`config.mk`:
```
export PLATFORM = sky130hd
export DESIGN_NAME = apla_ctrl
export DESIGN_NICKNAME = d
export VERILOG_FILES = /design/src/hw/rtl/apla_pkg.sv /design/src/hw/rtl/apla_ctrl.sv
export SDC_FILE = /design/constraint.sdc
export NUM_CORES = 1
export LEC_CHECK = 0
export BUFFER_PORTS_ARGS = -buffer_cell sky130_fd_sc_hd__buf_2
export CORE_MARGIN = 4
export CORE_UTILIZATION = 49
export DETAILED_ROUTE_END_ITERATION = 10
export PLACE_DENSITY = 0.75
export SLEW_MARGIN = 20
export SYNTH_ARGS = -nofsm -noshare
export SYNTH_HDL_FRONTEND = slang
export SYNTH_SLANG_ARGS = --single-unit
```
`constraint.sdc`:
```
create_clock -name aclk -period 2.08 [get_ports aclk]
set_input_delay 0.104 -clock aclk [delete_from_list [all_inputs] [get_ports aclk]]
set_output_delay 0.104 -clock aclk [all_outputs]
set_load 0.01 [all_outputs]
```
`src/hw/rtl/apla_pkg.sv`:
```
// Shared types, constants and the arctangent table of the angular path length accumulator.
`default_nettype none

package apla_pkg;

    // Field widths.
    localparam int COMP_W  = 18;
    localparam int INC_W   = 21;
    localparam int TOTAL_W = 40;
    localparam int BAD_W   = 11;
    localparam int SUM_W   = 46;
    localparam int ANG_W   = 19;
    localparam int CNT_W   = 5;

    // Last step index of each iterative phase.
    localparam logic [CNT_W-1:0] MAC_LAST  = 5'd8;
    localparam logic [CNT_W-1:0] SQRT_LAST = 5'd31;
    localparam logic [CNT_W-1:0] DIV_LAST  = 5'd29;
    localparam logic [CNT_W-1:0] COR_LAST  = 5'd29;

    localparam logic [30:0]        ONE_Q30 = 31'h4000_0000;
    localparam logic signed [34:0] PI_Q30  = 35'sd3373259426;
    localparam logic [BAD_W-1:0]   BAD_MAX = 11'd2047;
    localparam logic [INC_W-1:0]   INC_MAX = 21'h1F_FFFF;

    typedef enum logic [4:0] {
        OP_NONE,
        OP_LOAD,
        OP_MAC,
        OP_SQA_INIT,
        OP_SQB_INIT,
        OP_SQ_STEP,
        OP_DEN,
        OP_DIV_INIT,
        OP_ONE,
        OP_DIV_STEP,
        OP_SQS_INIT,
        OP_COR_INIT,
        OP_COR_STEP,
        OP_ANG,
        OP_ACC,
        OP_SQI_INIT,
        OP_OUT
    } dp_op_t;

    typedef enum logic [4:0] {
        S_IDLE,
        S_MAC,
        S_SQA_INIT,
        S_SQA,
        S_SQB_INIT,
        S_SQB,
        S_DEN,
        S_DIV_INIT,
        S_ONE,
        S_DIV,
        S_SQS_INIT,
        S_SQS,
        S_COR_INIT,
        S_COR,
        S_ANG,
        S_ACC,
        S_SQI_INIT,
        S_SQI,
        S_OUT
    } state_t;

    typedef struct packed {
        dp_op_t           op;
        logic [CNT_W-1:0] cnt;
    } dp_cmd_t;

    typedef struct packed {
        logic eq;
        logic zero_norm;
        logic num_ge_den;
        logic last;
        logic out_busy;
    } dp_status_t;

    // atan(2^-i) in Q2.30.
    function automatic logic [29:0] atan_q30(input logic [CNT_W-1:0] idx);
        logic [29:0] v;
        case (idx)
            5'd0:  v = 30'd843314856;
            5'd1:  v = 30'd497837829;
            5'd2:  v = 30'd263043836;
            5'd3:  v = 30'd133525158;
            5'd4:  v = 30'd67021686;
            5'd5:  v = 30'd33543515;
            5'd6:  v = 30'd16775850;
            5'd7:  v = 30'd8388437;
            5'd8:  v = 30'd4194282;
            5'd9:  v = 30'd2097149;
            5'd10: v = 30'd1048575;
            5'd11: v = 30'd524287;
            5'd12: v = 30'd262143;
            5'd13: v = 30'd131071;
            5'd14: v = 30'd65535;
            5'd15: v = 30'd32767;
            5'd16: v = 30'd16383;
            5'd17: v = 30'd8191;
            5'd18: v = 30'd4095;
            5'd19: v = 30'd2047;
            5'd20: v = 30'd1023;
            5'd21: v = 30'd511;
            5'd22: v = 30'd255;
            5'd23: v = 30'd127;
            5'd24: v = 30'd63;
            5'd25: v = 30'd31;
            5'd26: v = 30'd15;
            5'd27: v = 30'd7;
            5'd28: v = 30'd3;
            5'd29: v = 30'd1;
            default: v = 30'd0;
        endcase
        return v;
    endfunction

endpackage

`default_nettype wire

```
`src/hw/rtl/apla_ctrl.sv`:
```
// Sequencing state machine of the angular path length accumulator.
`default_nettype none

module apla_ctrl (
    input  wire                 aclk,
    input  wire                 aresetn,
    input  wire                 s_tvalid,
    output logic                s_tready,
    input  apla_pkg::dp_status_t status,
    output apla_pkg::dp_cmd_t    cmd
);
    import apla_pkg::*;

    state_t           state_reg, state_next;
    logic [CNT_W-1:0] cnt_reg, cnt_next;

    always_comb begin
        state_next = state_reg;
        case (state_reg)
            S_IDLE:     if (s_tvalid) state_next = S_MAC;
            S_MAC:      if (cnt_reg == MAC_LAST) state_next = S_SQA_INIT;
            S_SQA_INIT: state_next = (status.eq || status.zero_norm) ? S_ANG : S_SQA;
            S_SQA:      if (cnt_reg == SQRT_LAST) state_next = S_SQB_INIT;
            S_SQB_INIT: state_next = S_SQB;
            S_SQB:      if (cnt_reg == SQRT_LAST) state_next = S_DEN;
            S_DEN:      state_next = S_DIV_INIT;
            S_DIV_INIT: state_next = status.num_ge_den ? S_ONE : S_DIV;
            S_ONE:      state_next = S_SQS_INIT;
            S_DIV:      if (cnt_reg == DIV_LAST) state_next = S_SQS_INIT;
            S_SQS_INIT: state_next = S_SQS;
            S_SQS:      if (cnt_reg == SQRT_LAST) state_next = S_COR_INIT;
            S_COR_INIT: state_next = S_COR;
            S_COR:      if (cnt_reg == COR_LAST) state_next = S_ANG;
            S_ANG:      state_next = S_ACC;
            S_ACC:      state_next = status.last ? S_SQI_INIT : S_IDLE;
            S_SQI_INIT: state_next = S_SQI;
            S_SQI:      if (cnt_reg == SQRT_LAST) state_next = S_OUT;
            S_OUT:      if (!status.out_busy) state_next = S_IDLE;
            default:    state_next = S_IDLE;
        endcase
        // The step counter runs while a state repeats and restarts on every change.
        cnt_next = (state_next == state_reg) ? cnt_reg + 5'd1 : '0;
    end

    always_comb begin
        s_tready = 1'b0;
        cmd.cnt  = cnt_reg;
        cmd.op   = OP_NONE;
        case (state_reg)
            S_IDLE: begin
                s_tready = 1'b1;
                cmd.op   = s_tvalid ? OP_LOAD : OP_NONE;
            end
            S_MAC:      cmd.op = OP_MAC;
            S_SQA_INIT: cmd.op = OP_SQA_INIT;
            S_SQA:      cmd.op = OP_SQ_STEP;
            S_SQB_INIT: cmd.op = OP_SQB_INIT;
            S_SQB:      cmd.op = OP_SQ_STEP;
            S_DEN:      cmd.op = OP_DEN;
            S_DIV_INIT: cmd.op = OP_DIV_INIT;
            S_ONE:      cmd.op = OP_ONE;
            S_DIV:      cmd.op = OP_DIV_STEP;
            S_SQS_INIT: cmd.op = OP_SQS_INIT;
            S_SQS:      cmd.op = OP_SQ_STEP;
            S_COR_INIT: cmd.op = OP_COR_INIT;
            S_COR:      cmd.op = OP_COR_STEP;
            S_ANG:      cmd.op = OP_ANG;
            S_ACC:      cmd.op = OP_ACC;
            S_SQI_INIT: cmd.op = OP_SQI_INIT;
            S_SQI:      cmd.op = OP_SQ_STEP;
            S_OUT:      cmd.op = status.out_busy ? OP_NONE : OP_OUT;
            default:    cmd.op = OP_NONE;
        endcase
    end

    always_ff @(posedge aclk) begin
        if (!aresetn) begin
            state_reg <= S_IDLE;
            cnt_reg   <= '0;
        end else begin
            state_reg <= state_next;
            cnt_reg   <= cnt_next;
        end
    end

endmodule

`default_nettype wire

```
==> results.toml, run 1 <==
[clocking]
clk_pin_slew_ns = 0.07
cts_root_buf = "clkbuf_4"
clk_path_buf_depth = 2
clkSinkCount = 10
tritoncts = "done"
insertion_delay_ns = 0.27
htree_levels = 1
numCtsBuffers = 3

[worst_setup_path]
end_kind = "register"
crit_slowest_cell = "dfxtp_4"
path_max_fanout = 7
start_kind = "register"
path_cells = "ha_4 -> and3_4 -> ha_4 -> nand3b_1 -> a211oi_4 -> buf_4 -> nor3_4 -> o2bb2ai_2 -> nand4_4 -> nor2_2"
max_stage_delay_ns = 0.36
crit_top_cell = "ha_4"
worstSetupPathType = "reg2reg"
cp.required_ns = 2.25
cp.arrival_ns = 2.27

[min_path]
min_path_type = "in2reg"

[route]
routed_wl_mm = 3.14
wl_met2_mm = 1.53
top_layer = "met4"
detailedRoute.firstIterationViolations = 54
routedWlPerCell_um = 16.7
antenna_left = 0
viasPerCell = 6.00
drc = 0
wl_met1_mm = 1.26
dr.pass1.iters = 4
routed-via-count = 1128
met3_wirelength_um = 226

[place]
port_buffers = 18
placed_area_um2 = 1180
hpwl_mm = 2.17
place_congestion = 0.965

[sta]
fin_skew_ns = 0.00379
relSlewSlack = 0.738
clock.fmax_ghz = 0.476
hold_viol = 0
period_minus_slack_ns = 2.10
period_share = 1.01
setup_slack_ns = -0.0192
tightestPinTransition_ns = 0.392
finalSetupViolCount = 3
drv_slew = 0

[outcome]
violations = "negative setup slack"
outcome = "complete, but fails checks"

[floorplan]
num_rows = 16
dieArea_um2 = 2870
ios = 19
start_util = 0.518
die_w_um = 53.6
fp.dieH_um = 53.6
core_area_um2 = 1960

[cells_and_area]
finalInstanceArea_um2 = 1330
antenna_cells = 0
layout-drive-gt1-share = 0.366
layout_common_cells = "18 x buf_2, 15 x nor2_1, 15 x buf_4"
num-nets-final = 174
syn2layout_area_growth_pct = 30.5
final_common_cell = "buf_2"

[synth]
avgSynthCellArea_um2 = 7.48
ys_dominant_reg_cell = "dfxtp_1"
synth_nets = 148
yosysSeqAreaShare = 0.197
synth_cells = 136
syn-cell-area_um2 = 1020
ys_ff_latch = 10
synth_cell_types = 49
synth_edf_count = 0
ys.warnings.count = 0
async_flop_share = 0

[grt]
grtUsageTotal = 0.231
grt_pass1_vias = 1033
grt_pass1_wl_mm = 4.79
antenna_found_initial = 0
grt-ovfl-total = 0
grt_max_degree = 16

[pwr]
p_total_uw = 481
powerDensity_nw_per_um2 = 362
ir_worst_vdd_uv = 421
p_leak_nw = 0.545

[flow_run]
cap_violations = 0
==> final timing paths <==
path | start | endpoint | slack, ns | cells past startpoint
setup reg to reg | cnt_reg[1]$_SDFF_PN0_ | cnt_reg[1]$_SDFF_PN0_ | -0.02 | 10
hold reg to reg | cnt_reg[0]$_SDFF_PN0_ | cnt_reg[0]$_SDFF_PN0_ | 0.57 | 2
setup / recovery | cnt_reg[1]$_SDFF_PN0_ | cnt_reg[1]$_SDFF_PN0_ | -0.02 | 10
hold / removal | aresetn | state_reg[4]$_SDFF_PN0_ | 0.12 | 2
==> power breakdown <==
part,switching [mW],internal [mW],total (mW)
Sequential,0.00690,0.197,0.204
Combinational,0.0544,0.0420,0.0964
Clock,0.0739,0.106,0.180
Total,0.135,0.345,0.481
==> critical path, delay by kind of cell, from the launching register on <==
kind | cells | cell delay [ns]
AO/OA/AOI/OAI | 2 | 0.46
flip-flops | 1 | 0.36
buffers and inverters | 1 | 0.19
adder cells (fa/ha/maj) | 2 | 0.34
AND/OR/NAND/NOR | 5 | 0.64
==> metal layers <==
metal	track usage	vias to the layer above
met4	0.102	0
met3	0.0582	16
met1	0.286	511
met5	0	-
met2	0.376	57
li1	-	544
==> cell families (layout without fill, tap and decap cells) <==
kind of cell               count (synthesis)  after routing  share of synthesized area
adders and majority gates                  4              4                     0.0492
xor gates and xnor gates                   4              4                     0.0344
DFF                                       10             10                      0.197
AOI/OAI and AO/OA                         38             38                      0.263
and+or+nand+nor                           59             59                      0.333
muxes                                      2              2                     0.0197
buffers and inverters                     19             44                      0.103
==> through the flow <==
step           cells  setup TNS [ns]  utilization  hold slack (ns)  setup slack, ns
5_1_grt          188          -0.464        0.677            0.129           -0.101
3_5_place_dp     183          -0.354        0.603            0.387           -0.110
6_report         188         -0.0499        0.677            0.118          -0.0192
2_1_floorplan    136               0            -            0.226          0.00751
3_3_place_gp     183         -0.0475        0.603            0.382          -0.0227
4_1_cts          187               0        0.633            0.112          0.00799
==> cells in the mapped netlist (all sizes together), types with 2 or more instances <==
cell type | n | area [um^2]
nand2b | 4 | 25.0
a21boi | 3 | 22.5
nand3 | 5 | 25.0
buf | 8 | 63.8
nand4 | 3 | 25.0
inv | 7 | 26.3
nand3b | 2 | 15.0
a32o | 2 | 20.0
or2 | 2 | 12.5
nor3 | 2 | 10.0
xor2 | 3 | 26.3
and3 | 2 | 12.5
nand2 | 6 | 22.5
nor3b | 2 | 15.0
nor2 | 18 | 67.6
a21oi | 9 | 45.0
nor4bb | 2 | 20.0
clkbuf | 4 | 15.0
o22ai | 5 | 31.3
ha | 4 | 50.1
o21ai | 7 | 35.0
dfxtp | 10 | 200
nor2b | 3 | 18.8
mux2i | 2 | 20.0
nor4 | 3 | 18.8
==> timing repair <==
item                                    in CTS  in global routing
setup buffers                                0                  1
resized for setup                            5                 18
endpoints found under the setup margin       5                  6
pin swaps                                    1                 12
hold endpoints to repair                     0                  0
hold buffers                                 0                  0
==> layout make-up <==
class	instances	area [um^2]
Clock buffer	4	36.3
Fill cell	175	634
Inverter	7	26.3
Multi-Input combinational cell	107	821
Sequential cell	10	208
Tap cell	27	33.8
Timing Repair Buffer	33	203
Power figures use the tool's default switching activity.
==> run 2, diff against run 1 <==
--- a/config.mk
+++ b/config.mk
@@ -6,7 +6,7 @@
 export NUM_CORES = 1
 export LEC_CHECK = 0
 export BUFFER_PORTS_ARGS = -buffer_cell sky130_fd_sc_hd__buf_2
-export CORE_MARGIN = 4
+export CORE_MARGIN = 3
 export CORE_UTILIZATION = 49
 export DETAILED_ROUTE_END_ITERATION = 10
 export PLACE_DENSITY = 0.75
==> run 2 against run 1 <==
  * The flow now finishes without violations
  * Critical endpoint unchanged
  * Hold slack gained 0.0031 ns
  * Combinational power is 0.7% lower
  * Sequential share of layout area is 0.069 points higher
  * Via count rose by 4.4%
  * Critical path type unchanged
  * Maximum frequency rose by 1.6%
  * Flip-flop and latch count unchanged
==> results.toml, run 2 (synthesis results as in run 1) <==
[floorplan]
start_util = 0.553
die_w_um = 51.6
fp.dieH_um = 51.6
ios = 19
num_rows = 15
core_area_um2 = 1840
dieArea_um2 = 2660

[place]
place_congestion = 0.869
post-place-ws_ns = -0.0573
placed_area_um2 = 1170
port_buffers = 18
hpwl_mm = 2.15

[sta]
clock.fmax_ghz = 0.484
setup_slack_ns = 0.0140
period_minus_slack_ns = 2.07
rsz0062_at_grt = "true"
fin_skew_ns = 0.00152
tightestPinTransition_ns = 0.425
finalSetupViolCount = 0
relSlewSlack = 0.716
drv_slew = 0
hold_viol = 0
period_share = 0.993
holdWs_ns = 0.121

[cells_and_area]
finalInstanceArea_um2 = 1310
multi_input_area_um2 = 818
layout_common_cells = "18 x buf_2, 15 x nor2_1, 14 x buf_4"
final_common_cell = "buf_2"
antenna_cells = 0
nFillCells = 148
syn2layout_area_growth_pct = 29.2
layout-drive-gt1-share = 0.356
num-nets-final = 173
final_util = 0.714
regArea_um2 = 206

[route]
drc = 0
viasPerCell = 6.37
routed-via-count = 1178
routed_wl_mm = 3.05
top_layer = "met4"
routedWlPerCell_um = 16.5
detailedRoute.firstIterationViolations = 51
met3_wirelength_um = 181
wl_met1_mm = 1.21
dr.pass1.iters = 5
antenna_left = 0
wl_met2_mm = 1.56

[clocking]
cts_root_buf = "clkbuf_4"
htree_levels = 1
clk_pin_slew_ns = 0.06
numCtsBuffers = 3
tritoncts = "done"
ctsHoldBuffers = 0
clk_path_buf_depth = 2
clkSinkCount = 10
insertion_delay_ns = 0.27

[worst_setup_path]
cp.required_ns = 2.28
end_kind = "register"
worstSetupPathType = "reg2reg"
cp.arrival_ns = 2.27
start_kind = "register"
worstSetupStartpoint = "cnt_reg[1]$_SDFF_PN0_"
r2r-start = "cnt_reg[1]$_SDFF_PN0_"
path_max_fanout = 7

[pwr]
power.internal_uw = 345
powerDensity_nw_per_um2 = 364
ir_worst_vdd_uv = 443
pwr-share-clk = 0.367
p_comb_frac = 0.200
sw_frac_of_total = 0.277
seqPwrFrac = 0.433
p_total_uw = 478
p_switching_uw = 132
p_leak_nw = 0.550

[min_path]
min_path_type = "in2reg"
holdCritStartpoint = "aresetn"

[grt]
grt_pass1_wl_mm = 4.69
grt_max_degree = 17
grt-ovfl-total = 0
grt_pass1_vias = 1058
antenna_found_initial = 0
grtUsageTotal = 0.233

[flow_run]
cap_violations = 0

[outcome]
outcome = "finished clean"
==> run 2: routing by layer <==
| metal | vias to the layer above | global-route usage |
|---|---|---|
| met2 | 61 | 0.409 |
| met1 | 555 | 0.281 |
| li1 | 546 | - |
| met4 | 0 | 0.0873 |
| met3 | 16 | 0.0401 |
| met5 | - | 0 |
==> run 2: final timing paths <==
path                        endpoint  slack (ns)  depth (start not counted)
max            cnt_reg[1]$_SDFF_PN0_        0.01                          8
max reg2reg    cnt_reg[1]$_SDFF_PN0_        0.01                          8
min reg2reg    cnt_reg[0]$_SDFF_PN0_        0.57                          2
min          state_reg[4]$_SDFF_PN0_        0.12                          2
==> run 2: area by class of cell <==
type,instances,share of cell area
Tap cell,25,0.0238
Sequential cell,10,0.157
Multi-Input combinational cell,107,0.623
Timing Repair Buffer,32,0.149
Clock buffer,4,0.0276
Inverter,7,0.0200
==> run 2: what timing repair did <==
action | 4_1_cts | 5_1_grt
resized for setup | 3 | 18
endpoints found under the hold margin | 0 | 0
setup buffers | 0 | 2
setup endpoints to repair | 5 | 7
pin swaps | 2 | 8
==> run 2: metrics by stage <==
stage                     std cells  setup TNS [ns]
after CTS                       183               0
after floorplan                 136               0
after global placement          179               0
final                           185               0
after detailed placement        179         -0.0942
after global routing            185          -0.427
==> run 2: power groups by stage <==
stage / Clock, mW / Combinational [mW] / Sequential (mW)
global route: 0.190 / 0.105 / 0.208
floorplan: 0 / 0.0531 / 0.209
CTS: 0.180 / 0.0876 / 0.204
finish: 0.175 / 0.0957 / 0.207
detailed placement: 0 / 0.0869 / 0.208
global placement: 0 / 0.0837 / 0.208
==> run 2: critical path, cell delays in order, from the launching register on <==
cell       delay [ns]
dfxtp_4          0.36
ha_4             0.16
and3_4           0.18
ha_4             0.18
a2111oi_1        0.39
o21ai_1          0.19
a41oi_2          0.23
nand4_4          0.17
nor2_2           0.14
==> run 3, diff against run 2 <==
--- a/config.mk
+++ b/config.mk
@@ -5,11 +5,12 @@
 export SDC_FILE = /design/constraint.sdc
 export NUM_CORES = 1
 export LEC_CHECK = 0
+export ABC_AREA = 1
 export BUFFER_PORTS_ARGS = -buffer_cell sky130_fd_sc_hd__buf_2
 export CORE_MARGIN = 3
 export CORE_UTILIZATION = 49
 export DETAILED_ROUTE_END_ITERATION = 10
-export PLACE_DENSITY = 0.75
+export PLACE_DENSITY = 0.74
 export SLEW_MARGIN = 20
 export SYNTH_ARGS = -nofsm -noshare
 export SYNTH_HDL_FRONTEND = slang
==> run 3 against run 2 <==
  * Non-clock buffer count shrank 12
  * Via count is 9.0% higher
  * Count of clock-buffer cells in the layout shrank 1
  * Sequential share of layout area increased by 1.1 points
  * Area after synthesis increased by 3.9%
  * Critical endpoint is now cmd[5]
==> results.toml, run 3 <==
[grt]
grt_pass1_vias = 1092
grt_max_degree = 11
grtUsageTotal = 0.232
antenna_found_initial = 0
grt-ovfl-total = 0
grt_pass1_wl_mm = 4.82

[synth]
synth_common_cells = "51 x nand2_1, 33 x nor2_1, 17 x inv_1, 17 x nand3_1"
synth_cells = 185
yosysSeqAreaShare = 0.189
synthTopCellsByArea = "dfxtp_1 19%, nand2_1 18%, nor2_1 12%"
ys_dominant_reg_cell = "dfxtp_1"
synthMostInstantiatedCell = "nand2_1"
async_flop_share = 0
yosysTopAreaCell = "dfxtp_1"
synth_nets = 197
synth_edf_count = 0
ys_ff_latch = 10
avgSynthCellArea_um2 = 5.71
ys.warnings.count = 0
syn-cell-area_um2 = 1060
synth_cell_types = 28
synth_top_cell_area_share = 0.189

[clocking]
tritoncts = "done"
ctsHoldBuffers = 0
clk_path_buf_depth = 2
cts_root_buf = "clkbuf_4"
clkSinkCount = 10
numCtsBuffers = 3
clk_pin_slew_ns = 0.06
htree_levels = 1
insertion_delay_ns = 0.26

[floorplan]
fp.dieH_um = 52.5
start_util = 0.528
dieArea_um2 = 2750
num_rows = 16
core_area_um2 = 2000
ios = 19
die_w_um = 52.5

[route]
antenna_left = 0
routed_wl_mm = 2.93
routedWlPerCell_um = 12.6
dr.pass1.iters = 4
detailedRoute.firstIterationViolations = 72
drc = 0
routed-via-count = 1284
viasPerCell = 5.53

[worst_setup_path]
path_max_fanout = 8
cp.required_ns = 1.98
crit_slowest_cell = "dfxtp_1"
worstSetupPathType = "reg2out"
crit_family = "simple AND/OR/NAND/NOR gates"
path_buf_inv = 1
start_kind = "register"
end_kind = "output port"
max_stage_delay_ns = 0.52
cp.arrival_ns = 1.84
path_cells = "nor2_4 -> nand2_2 -> nor2_2 -> nor2_1 -> nand2_1 -> a2111o_1 -> buf_2"

[sta]
rsz0062_at_grt = "false"
tns_ns = 0
drv_slew = 0
finalSetupViolCount = 0
clock.fmax_ghz = 0.514
relSlewSlack = 0.769
fin_skew_ns = 0.00542
hold_viol = 0
tightestPinTransition_ns = 0.346
period_minus_slack_ns = 1.95
period_share = 0.936

[cells_and_area]
nFillCells = 210
layout_common_cells = "51 x nand2_1, 33 x nor2_1, 18 x buf_2"
num-nets-final = 219
final_common_cell = "nand2_1"
syn2layout_area_growth_pct = 13.7
antenna_cells = 0
layout-drive-gt1-share = 0.259

[min_path]
min_path_type = "in2reg"

[pwr]
seqPwrFrac = 0.262
powerDensity_nw_per_um2 = 964
p_total_mw = 1.16
power.internal_uw = 550
ir_worst_vdd_uv = 769
p_comb_frac = 0.630
pwr-share-clk = 0.108
p_switching_uw = 610
p_leak_nw = 0.667
sw_frac_of_total = 0.526

[place]
port_buffers = 18
hpwl_mm = 2.43
place_congestion = 0.983

[flow_run]
cap_violations = 0

[outcome]
outcome = "finished clean"
-- run 3: changes by cell type in the layout (fill, tap and decap cells not counted), sizes merged, moves of 4 or more --
cell	previous run	this run
nand4	3	7
a21oi	9	4
inv	7	23
buf	32	20
nand2b	4	0
nand2	6	58
nand3	5	17
nor2	18	44
-- run 3: cells by family (layout without fill, tap and decap cells) --
| logic type | after synthesis | after routing | synth area share |
|---|---|---|---|
| xor gates and xnor gates | 2 | 2 | 0.0166 |
| buffers and inverters | 26 | 46 | 0.104 |
| and+or+nand+nor | 130 | 130 | 0.564 |
| AOI/OAI and AO/OA | 13 | 13 | 0.0781 |
| DFF | 10 | 10 | 0.189 |
| adders and majority gates | 4 | 4 | 0.0473 |
-- run 3: area by class of cell --
| class | count | area, um^2 | area share |
|---|---|---|---|
| sequential | 10 | 203 | 0.169 |
| multi-input combinational | 149 | 752 | 0.625 |
| tap | 27 | 33.8 | 0.0281 |
| clock buffer | 3 | 22.5 | 0.0187 |
| inverter | 23 | 86.3 | 0.0718 |
| timing repair buffer | 20 | 105 | 0.0874 |
-- run 3: power groups by stage --
stage,Sequential (mW),Combinational [mW],Clock [mW]
after floorplan,0.285,0.530,0
after global placement,0.298,0.716,0
after detailed placement,0.299,0.721,0
after CTS,0.295,0.725,0.131
after global routing,0.308,0.813,0.140
final,0.304,0.730,0.126
-- run 3: stage by stage --
step | worst slack [ns] | std cells | instance area [um^2] | util | hold WS, ns
floorplan | 0.266 | 185 | 1060 | - | 0.202
global placement | 0.268 | 229 | 1170 | 0.586 | 0.334
detailed placement | 0.140 | 229 | 1170 | 0.586 | 0.326
CTS | 0.0924 | 232 | 1190 | 0.597 | 0.0538
global route | 0.0281 | 232 | 1200 | 0.601 | 0.0797
finish | 0.134 | 232 | 1200 | 0.601 | 0.0583
-- run 3: worst register-to-register path, stage by stage (launching register included) --
cell and delay (ns):
dfxtp_2 0.35, ha_2 0.19, inv_1 0.04, nor2_1 0.11
ha_2 0.22, inv_1 0.09, nand3_1 0.10, nand2_1 0.05
nor2_1 0.13, nand3_1 0.12, nand2_1 0.07, nand3_1 0.08
nor2_2 0.10, nand2_2 0.08, nor2_1 0.10
-- run 3: what timing repair did --
item / CTS / global route
setup buffers: 0 / 0
resized for setup: 0 / 4
setup endpoints to repair: 0 / 7
-- run 3: path summary, 6_finish.rpt --
kind / from / to / slack (ns) / cells past startpoint
worst max-delay path: state_reg[2]$_SDFF_PN0_ / cmd[5] / 0.13 / 7
worst min register to register: cnt_reg[0]$_SDFF_PN0_ / cnt_reg[0]$_SDFF_PN0_ / 0.57 / 2
worst min-delay path: aresetn / state_reg[1]$_SDFF_PN0_ / 0.06 / 3
worst max register to register: cnt_reg[1]$_SDFF_PN0_ / cnt_reg[0]$_SDFF_PN0_ / 0.19 / 14
-- run 3: layer usage --
metal | vias up | wire [um] | global-route usage
met3 | 9 | 253 | 0.0171
met2 | 71 | 1360 | 0.388
met1 | 564 | 1260 | 0.303
li1 | 640 | - | -
met4 | 0 | 59 | 0.0936
met5 | - | 0 | 0
